`config.mk`:
```
export PLATFORM = sky130hd
export DESIGN_NAME = json_string_unescape_utf8_top
export DESIGN_NICKNAME = d
export VERILOG_FILES = /design/src/hw/rtl/jsu_pkg.sv /design/src/hw/rtl/json_string_unescape_utf8_top.sv /design/src/hw/rtl/jsu_decode.sv
export SDC_FILE = /design/constraint.sdc
export NUM_CORES = 1
export LEC_CHECK = 0
export BUFFER_PORTS_ARGS = -buffer_cell sky130_fd_sc_hd__buf_4
export CORE_ASPECT_RATIO = 1.4
export CORE_MARGIN = 3
export CORE_UTILIZATION = 44
export DETAILED_ROUTE_END_ITERATION = 8
export SLEW_MARGIN = 20
export SYNTH_ARGS = -nofsm -noshare
export SYNTH_HDL_FRONTEND = slang
export SYNTH_HIERARCHICAL = 1
export SYNTH_SLANG_ARGS = --single-unit
```
`constraint.sdc`:
```
create_clock -name clk -period 6.2 [get_ports clk]
set_clock_uncertainty 0.15 [all_clocks]
set_input_delay 0 -clock clk [delete_from_list [all_inputs] [get_ports clk]]
set_output_delay 0 -clock clk [all_outputs]
set_load 0.03 [all_outputs]
```
`src/hw/rtl/jsu_pkg.sv`:
```
// Shared types, codes and helpers for the JSON string unescaper.
`timescale 1ns / 1ps

package jsu_pkg;

  // Decoder modes.
  localparam logic [1:0] MODE_IDLE  = 2'd0;
  localparam logic [1:0] MODE_PLAIN = 2'd1;
  localparam logic [1:0] MODE_ESC   = 2'd2;
  localparam logic [1:0] MODE_HEX   = 2'd3;

  // Result kinds.
  localparam logic [1:0] KIND_DATA  = 2'd0;
  localparam logic [1:0] KIND_CLOSE = 2'd1;
  localparam logic [1:0] KIND_END   = 2'd2;

  // Most results one input byte can cause.
  localparam int MAX_RES = 5;
  localparam int CNT_W   = $clog2(MAX_RES + 1);

  typedef struct packed {
    logic [7:0] data;
    logic [1:0] kind;
  } res_ent_t;

  typedef struct packed {
    res_ent_t [MAX_RES-1:0] ent;
    logic [CNT_W-1:0]       cnt;
  } res_list_t;

  // Returns {valid, value} for an ASCII hex digit of either case.
  function automatic logic [4:0] hex_val(input logic [7:0] c);
    logic [4:0] r;
    r = 5'd0;
    if (c >= 8'h30 && c <= 8'h39) begin
      r = {1'b1, c[3:0]};
    end else if ((c >= 8'h61 && c <= 8'h66) || (c >= 8'h41 && c <= 8'h46)) begin
      r = {1'b1, c[3:0] + 4'd9};
    end
    return r;
  endfunction

endpackage

```
`src/hw/rtl/json_string_unescape_utf8_top.sv`:
```
// The first result of a byte is offered in the cycle after the byte's beat.
// Throughput, set by the result shift buffer: one byte per cycle while each byte
// yields at most one result and the output is not stalled; a byte with more results
// (up to five) stalls input; the next byte is taken as its last result is consumed.
// Reset: synchronous, active low; no string is open and the result buffer is empty.
`timescale 1ns / 1ps

module json_string_unescape_utf8_top
  import jsu_pkg::*;
(
  input  logic       clk,
  input  logic       rst_n,
  input  logic       in_tvalid,
  output logic       in_tready,
  input  logic [7:0] in_tdata,   // [7:0] data_byte
  input  logic       in_tuser,   // [0] first_byte
  input  logic       in_tlast,   // final_byte
  output logic       out_tvalid,
  input  logic       out_tready,
  output logic [7:0] out_tdata,  // [7:0] out_byte
  output logic [1:0] out_tuser,  // [1:0] kind
  output logic       out_tlast   // last_of_run
);

  res_list_t             dec_res;
  res_ent_t [MAX_RES-1:0] buf_r, buf_nxt;
  logic [CNT_W-1:0]      cnt_r, cnt_nxt;
  logic                  load;

  assign in_tready = (cnt_r == '0) || ((cnt_r == CNT_W'(1)) && out_tready);
  assign load      = in_tvalid && in_tready;

  jsu_decode u_decode (
    .clk        (clk),
    .rst_n      (rst_n),
    .load       (load),
    .data_byte  (in_tdata),
    .first_byte (in_tuser),
    .final_byte (in_tlast),
    .res        (dec_res)
  );

  always_comb begin
    buf_nxt = buf_r;
    cnt_nxt = cnt_r;
    if (load) begin
      buf_nxt = dec_res.ent;
      cnt_nxt = dec_res.cnt;
    end else if (out_tvalid && out_tready) begin
      buf_nxt = {res_ent_t'('0), buf_r[MAX_RES-1:1]};
      cnt_nxt = cnt_r - CNT_W'(1);
    end
  end

  always_ff @(posedge clk) begin
    if (!rst_n) begin
      cnt_r <= '0;
    end else begin
      cnt_r <= cnt_nxt;
    end
  end

  always_ff @(posedge clk) begin
    buf_r <= buf_nxt;
  end

  assign out_tvalid = (cnt_r != '0);
  assign out_tdata  = buf_r[0].data;
  assign out_tuser  = buf_r[0].kind;
  assign out_tlast  = (cnt_r == CNT_W'(1));

endmodule

```
`src/hw/rtl/jsu_decode.sv`:
```
// Escape decoder: holds the string state and expands one byte into its result list.
`timescale 1ns / 1ps

module jsu_decode
  import jsu_pkg::*;
(
  input  logic       clk,
  input  logic       rst_n,
  input  logic       load,
  input  logic [7:0] data_byte,
  input  logic       first_byte,
  input  logic       final_byte,
  output res_list_t  res
);

  logic [1:0]  mode_r, mode_nxt;
  logic [1:0]  dcnt_r, dcnt_nxt;
  logic [11:0] pcp_r, pcp_nxt;
  logic [7:0]  held_r [3];
  logic [7:0]  held_nxt [3];

  logic [4:0]  hv;
  logic [15:0] cp;

  always_comb begin
    res = '0;
    mode_nxt = first_byte ? MODE_PLAIN : mode_r;
    dcnt_nxt = first_byte ? 2'd0 : dcnt_r;
    pcp_nxt  = first_byte ? 12'd0 : pcp_r;
    for (int i = 0; i < 3; i++) begin
      held_nxt[i] = held_r[i];
    end
    hv = hex_val(data_byte);
    cp = {pcp_nxt, hv[3:0]};

    if (mode_nxt != MODE_IDLE) begin
      case (mode_nxt)
        MODE_PLAIN: begin
          if (data_byte == 8'h5C) begin
            mode_nxt = MODE_ESC;
          end else if (data_byte == 8'h22) begin
            res.ent[res.cnt] = '{data: 8'h00, kind: KIND_CLOSE};
            res.cnt = res.cnt + CNT_W'(1);
            mode_nxt = MODE_IDLE;
          end else begin
            res.ent[res.cnt] = '{data: data_byte, kind: KIND_DATA};
            res.cnt = res.cnt + CNT_W'(1);
          end
        end
        MODE_ESC: begin
          mode_nxt = MODE_PLAIN;
          res.cnt = CNT_W'(1);
          case (data_byte)
            8'h6E:   res.ent[0] = '{data: 8'h0A, kind: KIND_DATA};
            8'h72:   res.ent[0] = '{data: 8'h0D, kind: KIND_DATA};
            8'h74:   res.ent[0] = '{data: 8'h09, kind: KIND_DATA};
            8'h75: begin
              mode_nxt = MODE_HEX;
              dcnt_nxt = 2'd0;
              pcp_nxt  = 12'd0;
              res.cnt  = '0;
            end
            default: res.ent[0] = '{data: data_byte, kind: KIND_DATA};
          endcase
        end
        default: begin
          if (!hv[4]) begin
            // Not a hex digit: give back the held digits, then treat the byte as text.
            for (int i = 0; i < 3; i++) begin
              if (2'(i) < dcnt_nxt) begin
                res.ent[res.cnt] = '{data: held_nxt[i], kind: KIND_DATA};
                res.cnt = res.cnt + CNT_W'(1);
              end
            end
            dcnt_nxt = 2'd0;
            pcp_nxt  = 12'd0;
            mode_nxt = MODE_PLAIN;
            if (data_byte == 8'h5C) begin
              mode_nxt = MODE_ESC;
            end else if (data_byte == 8'h22) begin
              res.ent[res.cnt] = '{data: 8'h00, kind: KIND_CLOSE};
              res.cnt = res.cnt + CNT_W'(1);
              mode_nxt = MODE_IDLE;
            end else begin
              res.ent[res.cnt] = '{data: data_byte, kind: KIND_DATA};
              res.cnt = res.cnt + CNT_W'(1);
            end
          end else if (dcnt_nxt == 2'd3) begin
            // Fourth digit completes the code point: encode as UTF-8.
            if (cp < 16'h0080) begin
              res.ent[0] = '{data: cp[7:0], kind: KIND_DATA};
              res.cnt = 3'd1;
            end else if (cp < 16'h0800) begin
              res.ent[0] = '{data: {3'b110, cp[10:6]}, kind: KIND_DATA};
              res.ent[1] = '{data: {2'b10, cp[5:0]}, kind: KIND_DATA};
              res.cnt = 3'd2;
            end else begin
              res.ent[0] = '{data: {4'b1110, cp[15:12]}, kind: KIND_DATA};
              res.ent[1] = '{data: {2'b10, cp[11:6]}, kind: KIND_DATA};
              res.ent[2] = '{data: {2'b10, cp[5:0]}, kind: KIND_DATA};
              res.cnt = 3'd3;
            end
            dcnt_nxt = 2'd0;
            pcp_nxt  = 12'd0;
            mode_nxt = MODE_PLAIN;
          end else begin
            held_nxt[dcnt_nxt] = data_byte;
            pcp_nxt  = {pcp_nxt[7:0], hv[3:0]};
            dcnt_nxt = dcnt_nxt + 2'd1;
          end
        end
      endcase

      if (final_byte) begin
        if (mode_nxt == MODE_HEX) begin
          for (int i = 0; i < 3; i++) begin
            if (2'(i) < dcnt_nxt) begin
              res.ent[res.cnt] = '{data: held_nxt[i], kind: KIND_DATA};
              res.cnt = res.cnt + CNT_W'(1);
            end
          end
          dcnt_nxt = 2'd0;
          pcp_nxt  = 12'd0;
        end
        if (mode_nxt != MODE_IDLE) begin
          res.ent[res.cnt] = '{data: 8'h00, kind: KIND_END};
          res.cnt = res.cnt + CNT_W'(1);
          mode_nxt = MODE_IDLE;
        end
      end
    end
  end

  always_ff @(posedge clk) begin
    if (!rst_n) begin
      mode_r <= MODE_IDLE;
      dcnt_r <= 2'd0;
      pcp_r  <= 12'd0;
    end else if (load) begin
      mode_r <= mode_nxt;
      dcnt_r <= dcnt_nxt;
      pcp_r  <= pcp_nxt;
    end
  end

  // Held digit characters are only read below the digit count, so they need no reset.
  always_ff @(posedge clk) begin
    if (load) begin
      for (int i = 0; i < 3; i++) begin
        held_r[i] <= held_nxt[i];
      end
    end
  end

endmodule

```
==> metrics.yaml <==
cts:
  cts.sinks: 93
  numCtsBuffers: 9
  path_clk_slew_ns: 0.08
  cts_resized: 0
  cts_buffer_depth: 2
  root_buffer: "clkbuf_16"
  cts_tree: "built"
  h-tree-depth: 3
  post_cts_buffers: 0
  insertion_delay_ns: 0.36
cells_and_area:
  antenna_cells: 0
  area_growth_pct: 7.69
  n_fill_cell: 1731
  layout-drive-gt1-share: 0.139
  fin_nets: 942
critical_path:
  worstSetupStartpoint: "u_decode/pcp_r[11]$_SDFFE_PN0P_"
  cp-start-kind: "flip-flop"
  worstPathRequired_ns: 6.16
  reg2reg_depth: 19
  worstPathMaxFanout: 8
  rr_endpoint: "out_tdata[4]$_DFFE_PP_"
  arrival_ns: 5.53
  rrSetupSlack_ns: 0.63
  endpoint: "out_tdata[4]$_DFFE_PP_"
  cp-end-kind: "flip-flop"
  criticalPathCategory: "reg2reg"
  reg2reg_from: "u_decode/pcp_r[11]$_SDFFE_PN0P_"
die:
  placementRows: 57
  die_width_um: 120
  initial_core_util: 0.454
  ioPinCount: 27
  coreArea_um2: 17500
  die_y_um: 165
  die_area_um2: 19800
pwr:
  power_per_cell_area_nw_per_um2: 328
  power_leakage_nw: 3.10
  ir_drop_mv: 0.378
sta:
  rsz0062_at_grt: "no"
  tightest_slew_ns: 1.16
  max-slew-margin-rel: 0.224
  fin_crit_ns: 5.57
  hold_viol_final: 0
  tns_ns: 0
  worst_slack_ns: 0.628
  setup_viol: 0
  fmax_mhz: 179
  period_share: 0.899
  drv_slew: 0
global_route:
  grt.total_usage: 0.275
  grt_pass1_vias: 7091
  grt_first_pass_wirelength_um: 41700
  antenna_found_initial: 0
  grt-ovfl-total: 0
  grt_max_degree: 60
min_path:
  hold_class: "in2reg"
drt:
  wl_per_cell_um: 23.8
  firstDrtPassIters: 7
  drc: 0
  viasPerCell: 6.60
  routed_wl_um: 27300
  drtIter0Drc: 1003
  ant_nets: 0
  num_vias: 7565
yosys:
  seq_area_frac_synth: 0.326
  syn-num-nets: 951
  synth_seq_cells: 93
  syn_inst: 915
  ys.flop_type: "edfxtp_1"
  yosys_warnings: 6
  synth_edf_count: 74
  syn_avg_cell_area_um2: 8.71
  async_flop_share: 0
  synth_area_um2: 7970
  ys_types: 97
placement:
  port_buffers: 26
  post-place-ws_ns: 0.677
  place.gp.congestion: 1.03
  dp_hpwl_um: 21000
flow_run:
  drv_cap: 0
outcome:
  status: "complete, no violations"
[per-layer routing]
layer,track usage,up-vias,share of wire
met5,0,-,0
met4,0.164,0,0.063
met3,0.0330,119,0.066
met2,0.453,411,0.46
met1,0.348,3577,0.41
li1,-,3458,-
[cell usage in the layout (no fill, tap or decap), drive strengths merged, types with 27 or more instances in the layout]
master / n
nand2: 95
inv: 54
a22oi: 27
a21oi: 67
mux2: 42
nor2: 72
o21ai: 56
nand3: 36
buf: 46
o211ai: 30
edfxtp: 74
[how the worst min path moves through the flow]
| stage | from | endpoint | slack [ns] | cells past startpoint |
|---|---|---|---|---|
| floorplan | rst_n | u_decode/pcp_r[2]$_SDFFE_PN0P_ | -0.03 | 1 |
| global placement | rst_n | u_decode/pcp_r[2]$_SDFFE_PN0P_ | 0.14 | 2 |
| detailed placement | rst_n | u_decode/pcp_r[2]$_SDFFE_PN0P_ | 0.14 | 2 |
| CTS | in_tdata[3] | u_decode/held_r[0][3]$_DFFE_PP_ | 0.08 | 3 |
| global route | in_tdata[6] | u_decode/held_r[0][20]$_DFFE_PP_ | 0.11 | 2 |
| finish | in_tdata[1] | u_decode/pcp_r[1]$_SDFFE_PN0P_ | 0.09 | 4 |
[synth_stat cells (12+ instances only)]
cell type / n / area, um2
mux2_2: 15 / 169
nor3_1: 14 / 70.1
o2111ai_1: 12 / 105
mux2i_1: 17 / 170
nand2_1: 93 / 349
dfxtp_1: 19 / 380
o22ai_1: 16 / 100
and2_1: 12 / 75.1
inv_1: 45 / 169
buf_4: 16 / 120
o221ai_1: 26 / 228
nand3_1: 35 / 175
clkbuf_1: 27 / 101
nor2_1: 71 / 267
o211ai_1: 29 / 218
a22oi_1: 27 / 203
a21oi_1: 65 / 325
edfxtp_1: 74 / 2220
ha_1: 22 / 275
o21ai_0: 36 / 180
o21ai_1: 17 / 85.1
buf_2: 13 / 65.1
mux2_1: 27 / 304
[power by group]
part / switching [mW] / total (mW) / internal [mW]
registers: 0.0841 / 1.06 / 0.976
clock network: 0.290 / 0.577 / 0.288
logic: 0.774 / 1.17 / 0.401
[critical path, stage by stage, from the launching register on]
cell and delay, ns:
dfxtp_1 0.34, or4_4 0.56, nor4_2 0.47, a211o_1 0.18, a31o_1 0.20, inv_2 0.05
ha_1 0.30, o21a_1 0.11, a21oi_2 0.13, inv_2 0.06, ha_1 0.28, a21boi_0 0.14
a211o_4 0.32, ha_1 0.28, a41o_1 0.20, a21oi_4 0.23, o21ai_1 0.21, o21ai_1 0.64
o22ai_1 0.15, mux2_2 0.32
[cell type report]
| cell class | count | area (um2) | area share |
|---|---|---|---|
| clock inverters | 7 | 76.3 | 0.00889 |
| repair buffers | 51 | 395 | 0.0461 |
| inverters | 51 | 191 | 0.0223 |
| clock buffers | 9 | 225 | 0.0262 |
| multi-input cells | 700 | 4800 | 0.559 |
| well taps | 236 | 295 | 0.0344 |
| flip-flops and latches | 93 | 2600 | 0.303 |
[sequential cells by signal, summed over array words and instances, names as in the netlist]
signal           cells
u_decode/pcp_r      12
cnt_r                3
u_decode/mode_r      2
out_tuser            2
out_tdata            8
u_decode/held_r     24
u_decode/dcnt_r      2
buf_r               40
[logic make-up (layout without fill, tap and decap cells)]
kind of cell    count (synthesis)  in the layout  share of synthesized area
buf+inv                       122            118                     0.0736
other cells                     1              1                   0.000470
simple gates                  293            293                      0.188
xor+xnor                       10             10                     0.0129
mux                            59             59                     0.0807
compound gates                315            315                      0.283
flops                          93             93                      0.326
fa+ha+maj                      22             22                     0.0345
[timing repair]
action / in CTS / in global routing
endpoints found under the setup margin: 0 / 0
endpoints found under the hold margin: 6 / 0
hold buffers: 5 / 0
[stage by stage]
stage / util / total power, mW / std cells / hold slack (ns) / area (um2)
floorplan: - / 1.93 / 915 / -0.0325 / 7970
global placement: 0.469 / 2.23 / 1126 / 0.140 / 8230
detailed placement: 0.469 / 2.23 / 1126 / 0.143 / 8230
CTS: 0.489 / 2.82 / 1147 / 0.0757 / 8590
global route: 0.489 / 2.96 / 1147 / 0.114 / 8590
finish: 0.489 / 2.81 / 1147 / 0.0903 / 8590
(Power assumes the default switching activity.)
